**config.mk**
```make
export PLATFORM = sky130hd
export DESIGN_NAME = progress_measure_compare_core
export DESIGN_NICKNAME = d
export VERILOG_FILES = /design/src/hw/rtl/pmc_pkg.sv /design/src/hw/rtl/pmc_lane.sv /design/src/hw/rtl/pmc_merge.sv /design/src/hw/rtl/progress_measure_compare_core.sv
export SDC_FILE = /design/constraint.sdc
export NUM_CORES = 1
export LEC_CHECK = 0
export ABC_CLOCK_PERIOD_IN_PS = 2050
export CAP_MARGIN = 20
export CELL_PAD_IN_SITES_DETAIL_PLACEMENT = 0
export CELL_PAD_IN_SITES_GLOBAL_PLACEMENT = 1
export CORE_ASPECT_RATIO = 0.6
export CORE_MARGIN = 2
export CORE_UTILIZATION = 45
export CTS_CLUSTER_DIAMETER = 100
export DETAILED_ROUTE_END_ITERATION = 12
export DONT_BUFFER_PORTS = 1
export PLACE_DENSITY = 0.83
export RECOVER_POWER = 50
export SLEW_MARGIN = 20
export SYNTH_ARGS = -nofsm -noshare
export SYNTH_HDL_FRONTEND = slang
export SYNTH_SLANG_ARGS = --single-unit
```
**constraint.sdc**
```tcl
create_clock -name clk_i -period 2.05 [get_ports clk_i]
set_clock_uncertainty 0.05 [all_clocks]
set_input_delay 0 -clock clk_i [delete_from_list [all_inputs] [get_ports clk_i]]
set_output_delay 0 -clock clk_i [all_outputs]
set_load 0.1 [all_outputs]
```
**src/hw/rtl/pmc_pkg.sv**
```systemverilog
package pmc_pkg;

  // Fixed field widths of the stream beats.
  localparam int unsigned STR_W   = 8;
  localparam int unsigned CNT_W   = 4;
  localparam int unsigned CUT_W   = 6;
  localparam int unsigned ORDER_W = 2;
  localparam int unsigned OUT_W   = 8;

  // Result codes, two's complement in two bits.
  localparam logic [ORDER_W-1:0] ORDER_LESS    = 2'b11;
  localparam logic [ORDER_W-1:0] ORDER_EQUAL   = 2'b00;
  localparam logic [ORDER_W-1:0] ORDER_GREATER = 2'b01;

  // What one lane says about the comparison.
  typedef enum logic [1:0] {
    DEC_NEXT    = 2'd0,
    DEC_LESS    = 2'd1,
    DEC_EQUAL   = 2'd2,
    DEC_GREATER = 2'd3
  } lane_dec_e;

  // Top flags of both measures.
  typedef struct packed {
    logic a_top;
    logic b_top;
  } top_flags_t;

endpackage

```
**src/hw/rtl/pmc_lane.sv**
```systemverilog
module pmc_lane #(
  parameter int unsigned LEVEL_BITS = 6
) (
  input  logic [pmc_pkg::STR_W-1:0] ab_i,
  input  logic [pmc_pkg::STR_W-1:0] am_i,
  input  logic [pmc_pkg::STR_W-1:0] bb_i,
  input  logic [pmc_pkg::STR_W-1:0] bm_i,
  input  logic [LEVEL_BITS-1:0]     al_i,
  input  logic [LEVEL_BITS-1:0]     bl_i,
  input  logic [pmc_pkg::CUT_W-1:0] cut_i,
  input  logic                      a_here_i,
  input  logic                      b_here_i,
  output pmc_pkg::lane_dec_e        dec_o
);

  localparam int unsigned CMP_W =
    (LEVEL_BITS > pmc_pkg::CUT_W) ? LEVEL_BITS : pmc_pkg::CUT_W;

  logic [pmc_pkg::STR_W-1:0] s, x, f, d, w, dw, q, p;
  logic                      a_less, b_less, a_gt, b_gt;
  logic [CMP_W-1:0]          al_x, bl_x, cut_x;
  logic                      al_above, bl_above;
  pmc_pkg::lane_dec_e        a_bit_dec, b_bit_dec;

  // String arithmetic on the shared prefix, wrapping at eight bits.
  always_comb begin
    s      = am_i & bm_i;
    x      = am_i ^ bm_i;
    f      = x & ~(x << 1);
    d      = ab_i ^ bb_i;
    w      = s + f;
    dw     = d & w;
    a_less = ((am_i < bm_i) && (dw == f)) || ((am_i > bm_i) && (dw == '0));
    b_less = ((bm_i < am_i) && (dw == f)) || ((bm_i > am_i) && (dw == '0));
    q      = s & d;
    p      = q & (~q + pmc_pkg::STR_W'(1));
    a_gt   = |(ab_i & p);
    b_gt   = |(bb_i & p);
  end

  // Levels against the cut, at a common width.
  always_comb begin
    al_x     = CMP_W'(al_i);
    bl_x     = CMP_W'(bl_i);
    cut_x    = CMP_W'(cut_i);
    al_above = al_x > cut_x;
    bl_above = bl_x > cut_x;
  end

  // A lane that stands alone decides by its lowest string bit.
  always_comb begin
    a_bit_dec = ab_i[0] ? pmc_pkg::DEC_GREATER : pmc_pkg::DEC_LESS;
    b_bit_dec = bb_i[0] ? pmc_pkg::DEC_LESS : pmc_pkg::DEC_GREATER;
  end

  // Lane decision in the order of the scan rules.
  always_comb begin
    priority if (a_here_i && !b_here_i) begin
      dec_o = a_bit_dec;
    end else if (!a_here_i && b_here_i) begin
      dec_o = b_bit_dec;
    end else if (!a_here_i && !b_here_i) begin
      dec_o = pmc_pkg::DEC_EQUAL;
    end else if (al_above && bl_above) begin
      dec_o = pmc_pkg::DEC_EQUAL;
    end else if ((!al_above && bl_above) || (al_i < bl_i)) begin
      dec_o = a_bit_dec;
    end else if ((al_above && !bl_above) || (al_i > bl_i)) begin
      dec_o = b_bit_dec;
    end else if (a_gt || (!a_less && b_less)) begin
      dec_o = pmc_pkg::DEC_GREATER;
    end else if (b_gt || (a_less && !b_less)) begin
      dec_o = pmc_pkg::DEC_LESS;
    end else begin
      dec_o = pmc_pkg::DEC_NEXT;
    end
  end

endmodule

```
**src/hw/rtl/pmc_merge.sv**
```systemverilog
module pmc_merge #(
  parameter int unsigned LANES = 8
) (
  input  pmc_pkg::top_flags_t          tops_i,
  input  pmc_pkg::lane_dec_e           dec_i [LANES],
  output logic [pmc_pkg::ORDER_W-1:0]  order_o
);

  logic                         found;
  logic [pmc_pkg::ORDER_W-1:0]  scan_order;

  // The lowest lane that decides fixes the result.
  always_comb begin
    found      = 1'b0;
    scan_order = pmc_pkg::ORDER_EQUAL;
    for (int unsigned i = 0; i < LANES; i++) begin
      if (!found && (dec_i[i] != pmc_pkg::DEC_NEXT)) begin
        found = 1'b1;
        unique case (dec_i[i])
          pmc_pkg::DEC_LESS:    scan_order = pmc_pkg::ORDER_LESS;
          pmc_pkg::DEC_GREATER: scan_order = pmc_pkg::ORDER_GREATER;
          default:              scan_order = pmc_pkg::ORDER_EQUAL;
        endcase
      end
    end
  end

  // Top overrides the lane scan.
  always_comb begin
    priority if (tops_i.a_top && tops_i.b_top) begin
      order_o = pmc_pkg::ORDER_EQUAL;
    end else if (tops_i.a_top) begin
      order_o = pmc_pkg::ORDER_GREATER;
    end else if (tops_i.b_top) begin
      order_o = pmc_pkg::ORDER_LESS;
    end else begin
      order_o = scan_order;
    end
  end

endmodule

```
**src/hw/rtl/progress_measure_compare_core.sv**
```systemverilog
// Channel   Dir  Contents
// s_axis    in   tdata: measures a and b with cut level; tuser: top flags
// m_axis    out  tdata: order (-1, 0, 1)
//
// One beat is accepted per cycle unless both stages are full and stalled.
// The lanes decide in the first stage and the merge scan runs in the second.
// Reset clears both valid flags; no clearing pass is needed.
// A stalled output holds the lane stage only when that stage is full.
module progress_measure_compare_core #(
  parameter int unsigned LANES      = 8,
  parameter int unsigned LEVEL_BITS = 6,
  localparam int unsigned BITS_W    = pmc_pkg::STR_W * LANES,
  localparam int unsigned LVL_W     = LEVEL_BITS * LANES,
  localparam int unsigned IN_W      = 4 * BITS_W + 2 * LVL_W + 2 * pmc_pkg::CNT_W
                                      + pmc_pkg::CUT_W,
  localparam int unsigned IN_TDATA_W = ((IN_W + 7) / 8) * 8
) (
  input  logic                        clk_i,
  input  logic                        rst_ni,
  input  logic                        s_axis_tvalid,
  output logic                        s_axis_tready,
  // From bit 0: a_bits, a_masks, a_levels, a_count,
  // b_bits, b_masks, b_levels, b_count, cut_level, zero fill
  input  logic [IN_TDATA_W-1:0]       s_axis_tdata,
  // From bit 0: a_top, b_top
  input  logic [1:0]                  s_axis_tuser,
  output logic                        m_axis_tvalid,
  input  logic                        m_axis_tready,
  // From bit 0: order, zero fill
  output logic [pmc_pkg::OUT_W-1:0]   m_axis_tdata
);

  localparam int unsigned A_BITS_LO = 0;
  localparam int unsigned A_MASK_LO = A_BITS_LO + BITS_W;
  localparam int unsigned A_LVL_LO  = A_MASK_LO + BITS_W;
  localparam int unsigned A_CNT_LO  = A_LVL_LO + LVL_W;
  localparam int unsigned B_BITS_LO = A_CNT_LO + pmc_pkg::CNT_W;
  localparam int unsigned B_MASK_LO = B_BITS_LO + BITS_W;
  localparam int unsigned B_LVL_LO  = B_MASK_LO + BITS_W;
  localparam int unsigned B_CNT_LO  = B_LVL_LO + LVL_W;
  localparam int unsigned CUT_LO    = B_CNT_LO + pmc_pkg::CNT_W;

  localparam logic [pmc_pkg::CNT_W-1:0] CNT_ONE = pmc_pkg::CNT_W'(1);
  localparam logic [pmc_pkg::CNT_W-1:0] CNT_MAX = pmc_pkg::CNT_W'(LANES);

  logic [pmc_pkg::CNT_W-1:0]  a_cnt_raw, b_cnt_raw, a_cnt, b_cnt;
  logic [pmc_pkg::CUT_W-1:0]  cut;
  logic                       s_fire, lane_ready, out_ready;

  pmc_pkg::lane_dec_e         dec_d [LANES];
  pmc_pkg::lane_dec_e         dec_q [LANES];
  pmc_pkg::top_flags_t        tops_d, tops_q;
  logic                       lane_valid_q;

  logic [pmc_pkg::ORDER_W-1:0] order_d, order_q;
  logic                        out_valid_q;

  // Handshake: each stage moves when the one after it is free.
  assign out_ready     = !out_valid_q || m_axis_tready;
  assign lane_ready    = !lane_valid_q || out_ready;
  assign s_axis_tready = lane_ready;
  assign s_fire        = s_axis_tvalid && lane_ready;

  // Saturate lane counts into the range one to LANES.
  always_comb begin
    a_cnt_raw = s_axis_tdata[A_CNT_LO +: pmc_pkg::CNT_W];
    b_cnt_raw = s_axis_tdata[B_CNT_LO +: pmc_pkg::CNT_W];
    cut       = s_axis_tdata[CUT_LO +: pmc_pkg::CUT_W];
    priority if (a_cnt_raw == '0) begin
      a_cnt = CNT_ONE;
    end else if (a_cnt_raw > CNT_MAX) begin
      a_cnt = CNT_MAX;
    end else begin
      a_cnt = a_cnt_raw;
    end
    priority if (b_cnt_raw == '0) begin
      b_cnt = CNT_ONE;
    end else if (b_cnt_raw > CNT_MAX) begin
      b_cnt = CNT_MAX;
    end else begin
      b_cnt = b_cnt_raw;
    end
    tops_d.a_top = s_axis_tuser[0];
    tops_d.b_top = s_axis_tuser[1];
  end

  // One comparison lane per element of the measures.
  for (genvar g = 0; g < LANES; g++) begin : g_lane
    pmc_lane #(
      .LEVEL_BITS(LEVEL_BITS)
    ) u_lane (
      .ab_i     (s_axis_tdata[A_BITS_LO + pmc_pkg::STR_W * g +: pmc_pkg::STR_W]),
      .am_i     (s_axis_tdata[A_MASK_LO + pmc_pkg::STR_W * g +: pmc_pkg::STR_W]),
      .bb_i     (s_axis_tdata[B_BITS_LO + pmc_pkg::STR_W * g +: pmc_pkg::STR_W]),
      .bm_i     (s_axis_tdata[B_MASK_LO + pmc_pkg::STR_W * g +: pmc_pkg::STR_W]),
      .al_i     (s_axis_tdata[A_LVL_LO + LEVEL_BITS * g +: LEVEL_BITS]),
      .bl_i     (s_axis_tdata[B_LVL_LO + LEVEL_BITS * g +: LEVEL_BITS]),
      .cut_i    (cut),
      .a_here_i (a_cnt > pmc_pkg::CNT_W'(g)),
      .b_here_i (b_cnt > pmc_pkg::CNT_W'(g)),
      .dec_o    (dec_d[g])
    );
  end

  // Lane stage valid flag.
  always_ff @(posedge clk_i or negedge rst_ni) begin
    if (!rst_ni) begin
      lane_valid_q <= 1'b0;
    end else if (lane_ready) begin
      lane_valid_q <= s_axis_tvalid;
    end
  end

  // Lane stage payload.
  always_ff @(posedge clk_i) begin
    if (s_fire) begin
      dec_q  <= dec_d;
      tops_q <= tops_d;
    end
  end

  // Merge the lane decisions into one order.
  pmc_merge #(
    .LANES(LANES)
  ) u_merge (
    .tops_i  (tops_q),
    .dec_i   (dec_q),
    .order_o (order_d)
  );

  // Output stage valid flag.
  always_ff @(posedge clk_i or negedge rst_ni) begin
    if (!rst_ni) begin
      out_valid_q <= 1'b0;
    end else if (out_ready) begin
      out_valid_q <= lane_valid_q;
    end
  end

  // Output stage payload.
  always_ff @(posedge clk_i) begin
    if (out_ready && lane_valid_q) begin
      order_q <= order_d;
    end
  end

  assign m_axis_tvalid = out_valid_q;
  assign m_axis_tdata  = {{(pmc_pkg::OUT_W - pmc_pkg::ORDER_W){1'b0}}, order_q};

endmodule

```
# --- Word-level counts from Yosys, hierarchy flattened ---
# Index checks and enable logic that the tools add are counted.
# Widths: inputs -> output; s select.
op_classes:
  bitwise: 88
  eq_ne: 24
  add_sub_neg: 16
  n_reduce_logical: 248
  mux: 109
  n_lt_le_gt_ge: 82
ops:
  columns: ["cell", "n"]
  rows:
  - ["$and 8x8->8", 56]
  - ["$mux 2", 81]
  - ["$gt 6x6->1", 24]
  - ["$gt 8x8->1", 16]
  - ["$lt 8x8->1", 16]
  - ["$not 8->8", 16]
  - ["$reduce_or 8->1", 16]
  - ["$xor 8x8->8", 16]
  - ["$logic_and 1x1->1", 106]
  - ["$add 8x1->8 const B", 8]
  - ["$add 8x8->8", 8]
  - ["$eq 8x8->1", 8]
  - ["$logic_not 8->1", 8]
  - ["$logic_not 1->1", 57]
  - ["$logic_or 1x1->1", 50]
  - ["$lt 6x6->1", 8]
  - ["$gt 4x3->1 const B", 8]
  - ["$pmux 2 s2", 8]
  - ["$eq 2x1->1 const B", 8]
  - ["$eq 2x2->1 const B", 8]
  - ["$gt 4x1->1 const B", 4]
  - ["$gt 4x2->1 const B", 4]
  - ["$mux 1", 16]
  - ["$mux 4", 4]
  - ["4 further kinds", 13]
word_totals:
  regBits: 22
  out_inout_bits: 10
  word_cells: 581
  input_bits: 374

# --- Longest topological paths before layout ---
depth:
  depth_word: 25
  ltp_mapped: 14
  mapped_depth_nobuf: 14

# --- Hierarchy ---
# A second synthesis with hierarchy kept.
unflattened:
  cells_unflattened: 2013
  hier_area_um2: 15109.5
by_module_without_submodules:
  columns: ["mod", "n_inst", "area_per_inst_um2", "seq_area_each_um2", "cells_each"]
  rows:
  - ["pmc_lane at g_lane[3].u_lane ...", 4, 1756.7, 0.0, 241]
  - ["pmc_lane at g_lane[0].u_lane ...", 3, 1765.4, 0.0, 241]
  - ["pmc_lane at g_lane[2].u_lane", 1, 1755.4, 0.0, 242]
  - ["progress_measure_compare_core", 1, 850.8, 650.6, 52]
  - ["pmc_merge", 1, 180.2, 0.0, 32]

# --- Least setup slack after synthesis ---
# No wires, ideal clock.
synth_timing:
  kind: "input to register"
  startpoint: "input s_axis_tdata[120]"
  endpoint: "register dec_q[1] (netlist name), data pin"
  required_time_ns: 1.856
  slack_ns: -1.021
  stages: 13
  n_path_buf: 0
  arrival_time_ns: 2.877
  setup_time_ns: 0.144
  path_cell_list: "inv_1 ha_1 and2_1 fa_1 a21o_1 a211oi_1 nor2_1 or4_1 or3_1 or3_1 mux2i_1 nor2b_1 o21ai_1"
synth_rtl:
  columns: ["element", "line", "source"]
  rows:
  - ["from (decl)", "progress_measure_compare_core.sv:24", "input logic [IN_TDATA_W-1:0] s_axis_tdata,"]
  - ["to (signal assigned)", "progress_measure_compare_core.sv:117", "dec_q <= dec_d;"]
  - ["to (decl)", "progress_measure_compare_core.sv:51", "pmc_pkg::lane_dec_e dec_q [LANES];"]

==> flow_summary.yaml <==
global_route:
  grt_pass1_vias: 16100
  gr-total-overflow: 0
  grt.total_usage: 0.296
  grt_first_pass_wirelength_um: 82700
  grt_antenna_before_repair: 1
  grt_max_degree: 19
routing:
  dr.first_iter.drc_count: 1072
  routed_wl_um: 54200
  num_vias: 16700
  drt_pass1_iterations: 5
  drt.antenna.violating_nets: 0
  drc_errors: 0
  detail_route.wl_per_cell_um: 19.1
  routed_via_density: 5.89
setup_path:
  timing.critical_path.from_type: "input pin"
  timing.critical_path.slowest_cell_delay_ns: 0.51
  required_ns: 2.12
  worst-endpoint-arrival_ns: 2.82
  worstPathMaxFanout: 3
  worstReg2RegEnd: "lane_valid_q$_DFFE_PN0N_"
  crit-reg2reg-launch: "m_axis_tvalid$_DFFE_PN0P_"
  criticalPathCategory: "in -> reg"
  cell_chain_critical_path: "inv_12 -> ha_4 -> and2_4 -> fa_2 -> a21o_1 -> a211oi_2 -> nor2_1 -> or4_1 -> or3_4 -> or3_1 -> mux2i_1 -> nor2b_1 -> o21ai_1"
  ff2ff_path_depth: 3
  critical_path.endpoint_type: "register"
  setup.reg_to_reg.worst_slack_ns: 0.13
  cp_slowest_cell: "or4_1"
  crit_path_start: "s_axis_tdata[300]"
power_and_ir_drop:
  fin_total_pwr_w: 0.00674
  power.static_leakage_nw: 9.52
  vdd_drop_max_uv: 261
  power.density_cell_area_nw_per_um2: 332
synthesis:
  synth-main-ff-cell: "edfxtp_1"
  postSynthAreaPerCell_um2: 7.35
  ys_types: 84
  yosys.cell_count.top_type: "ha_1"
  synth.largest_area_cell: "ha_1"
  synth_top_cells_by_count: "352 x ha_1, 209 x inv_1, 203 x a21oi_1"
  synthesis.yosys.warnings: 0
  share_of_cell_area_taken_by_muxes_after_synthesis: 0.0119
  complex_gate_fraction_of_the_synthesized_area: 0.255
  postSynthRegisterBits: 22
  yosys-top-cells-area: "ha_1 30%, a21oi_1 6.8%, inv_1 5.3%"
  synth_top_family_by_area: "adder cells"
  synth_top_cell_area_share: 0.296
  yosys.area_share.simple: 0.246
  fraction_of_registers_with_async_set_reset: 0.0909
  synth_sequential_area_ratio: 0.0437
  synthCells: 2024
  synth_edf_count: 20
  xor_xnor_portion_of_the_synthesized_cell_area: 0.0800
  mappedNetlistArea_um2: 14900
  synth_fa_ha_area_frac: 0.307
final_layout:
  finalNetCount: 3149
  final_core_util: 0.624
  postLayoutCellArea_um2: 20300
  fraction_of_layout_instances_using_a_drive_strength_above_1: 0.268
  area.growth.synth_to_final_pct: 36.3
hold_path:
  hold_path_end: "dec_q[11]$_DFFE_PP_"
  min-delay-start: "s_axis_tdata[16]"
  hold_path_depth: 3
  timing.hold.worst.class: "in -> reg"
job:
  maxCapViolations: 0
floorplan:
  floorplan.io_pins: 384
  initial_utilization: 0.458
  dieWidth_um: 239
  fp-row-count: 51
  design.die.area_um2: 34600
  design.core.area_um2: 32500
  die_y_um: 145
sta:
  setup-violations-final: 16
  final_max_slew_viol_count: 0
  final_period_minus_worst_setup_slack_ns: 2.75
  finalHoldViolCount: 0
  fmaxAchievable_mhz: 364
  worstMarginPinSlew_ns: 1.16
  rsz0062_at_grt: "true"
  worst_slack_ns: -0.700
  slew-limit-headroom: 0.230
  final.period_utilization: 1.34
cts:
  worst_setup_hold_path_clk_slew_ns: 0.07
  cts-buffers-inserted: 3
  clock_tree.root_cell: "clkbuf_16"
  tritoncts_sinks: 22
  h-tree-depth: 1
  clk_path_buf_depth: 2
  tritoncts_clock_tree: "done"
  clkLatencyLatePin_ns: 0.27
placement:
  finalWeightedCongestion: 0.935
  place_worst_setup_slack_ns: -1.01
  detailedPlacementHpwl_um: 47300
  io_buffers: 0
  dpl-instance-area_um2: 19200
status:
  failing_checks: "negative setup slack"
  outcome: "finished with violations"
flip-flops by register name, summed over array words and instances, names as in the netlist:
name and flops:
tops_q 2, m_axis_tvalid 1, order_q 2, lane_valid_q 1, dec_q 16
through the flow:
step / instances / setup TNS [ns] / hold WS [ns]
2_1_floorplan: 2034 / -12.55 / -0.346
3_3_place_gp: 2798 / -12.15 / -0.346
3_5_place_dp: 2798 / -13.07 / -0.346
4_1_cts: 2829 / -7.55 / 0.00904
5_1_grt: 2838 / -9.45 / 0.0518
6_report: 2839 / -7.93 / 0.0193
area by class of cell:
cell class | instances | area [um2]
fillers | 2842 | 12200
clock inverters | 1 | 3.75
repair buffers | 385 | 2980
inverters | 209 | 912
well taps | 424 | 531
multi-input cells | 1794 | 15100
clock buffers | 3 | 75.1
flip-flops and latches | 22 | 651
diodes | 1 | 2.50
repair_timing:
item                       in CTS  in global routing
cloned                          0                  0
pin swaps                      69                 68
hold buffers                   11                  0
setup buffers                  17                  9
setup endpoints to repair      16                 17
hold endpoints to repair       11                  0
resized for setup              81                 53
routing by layer:
layer / GRT usage / share of wire / vias up
met5: 0 / 0 / -
met4: 0.0724 / 0.026 / 0
met3: 0.0383 / 0.070 / 81
met2: 0.482 / 0.44 / 559
met1: 0.415 / 0.47 / 7909
li1: - / - / 8174
placed cells by master, fill, tap and decap left out, types with 11 or more instances in the layout:
master         count
a21o_1            50
nor3_1            16
nor2b_4           21
o21ai_0           99
nand3_1           51
nand2b_1          48
and2_4            11
and3_1            14
nand4_1           42
ha_1             275
ha_4              68
nor2b_1           62
a21oi_2           14
o211ai_1          12
a22oi_1           14
xor2_1            79
nand3b_1          39
a31oi_1           13
a21oi_1          186
inv_1            174
nand2_1          145
conb_1            12
o22a_1            11
nor2_1           107
inv_2             17
a211oi_1          13
o21a_1            18
o21bai_1          18
xnor2_1           50
buf_4            364
dlygate4sd3_1     11
edfxtp_1          20
worst max-delay path by stage:
stage / endpoint / cells past startpoint
after floorplan: dec_q[6]$_SDFFCE_PP1P_ / 13
after global placement: dec_q[1]$_DFFE_PP_ / 13
after detailed placement: dec_q[1]$_DFFE_PP_ / 13
after CTS: dec_q[0]$_SDFFCE_PP1P_ / 13
after global routing: dec_q[1]$_DFFE_PP_ / 13
final: dec_q[1]$_DFFE_PP_ / 13
power breakdown:
part           internal, W  total (W)  switching, W
sequential        0.000555   0.000612     0.0000568
combinational      0.00289    0.00566       0.00277
clock             0.000262   0.000462      0.000199
total              0.00371    0.00674       0.00303
cell families (layout without fill, tap and decap cells):
| logic type | after synthesis | in the layout |
|---|---|---|
| mux | 17 | 17 |
| compound gates | 589 | 589 |
| xor+xnor | 136 | 136 |
| fa+ha+maj | 360 | 360 |
| simple gates | 680 | 680 |
| buf+inv | 218 | 598 |
| flops | 22 | 22 |
| other cells | 2 | 13 |
critical path: cells and delay by family:
family,cells,cell delay [ns]
multiplexers,1,0.16
adder cells (fa/ha/maj),2,0.62
buffers and inverters,1,0.01
AND/OR/NAND/NOR,6,1.58
AO/OA/AOI/OAI,3,0.47
Power figures use the tool's default switching activity.
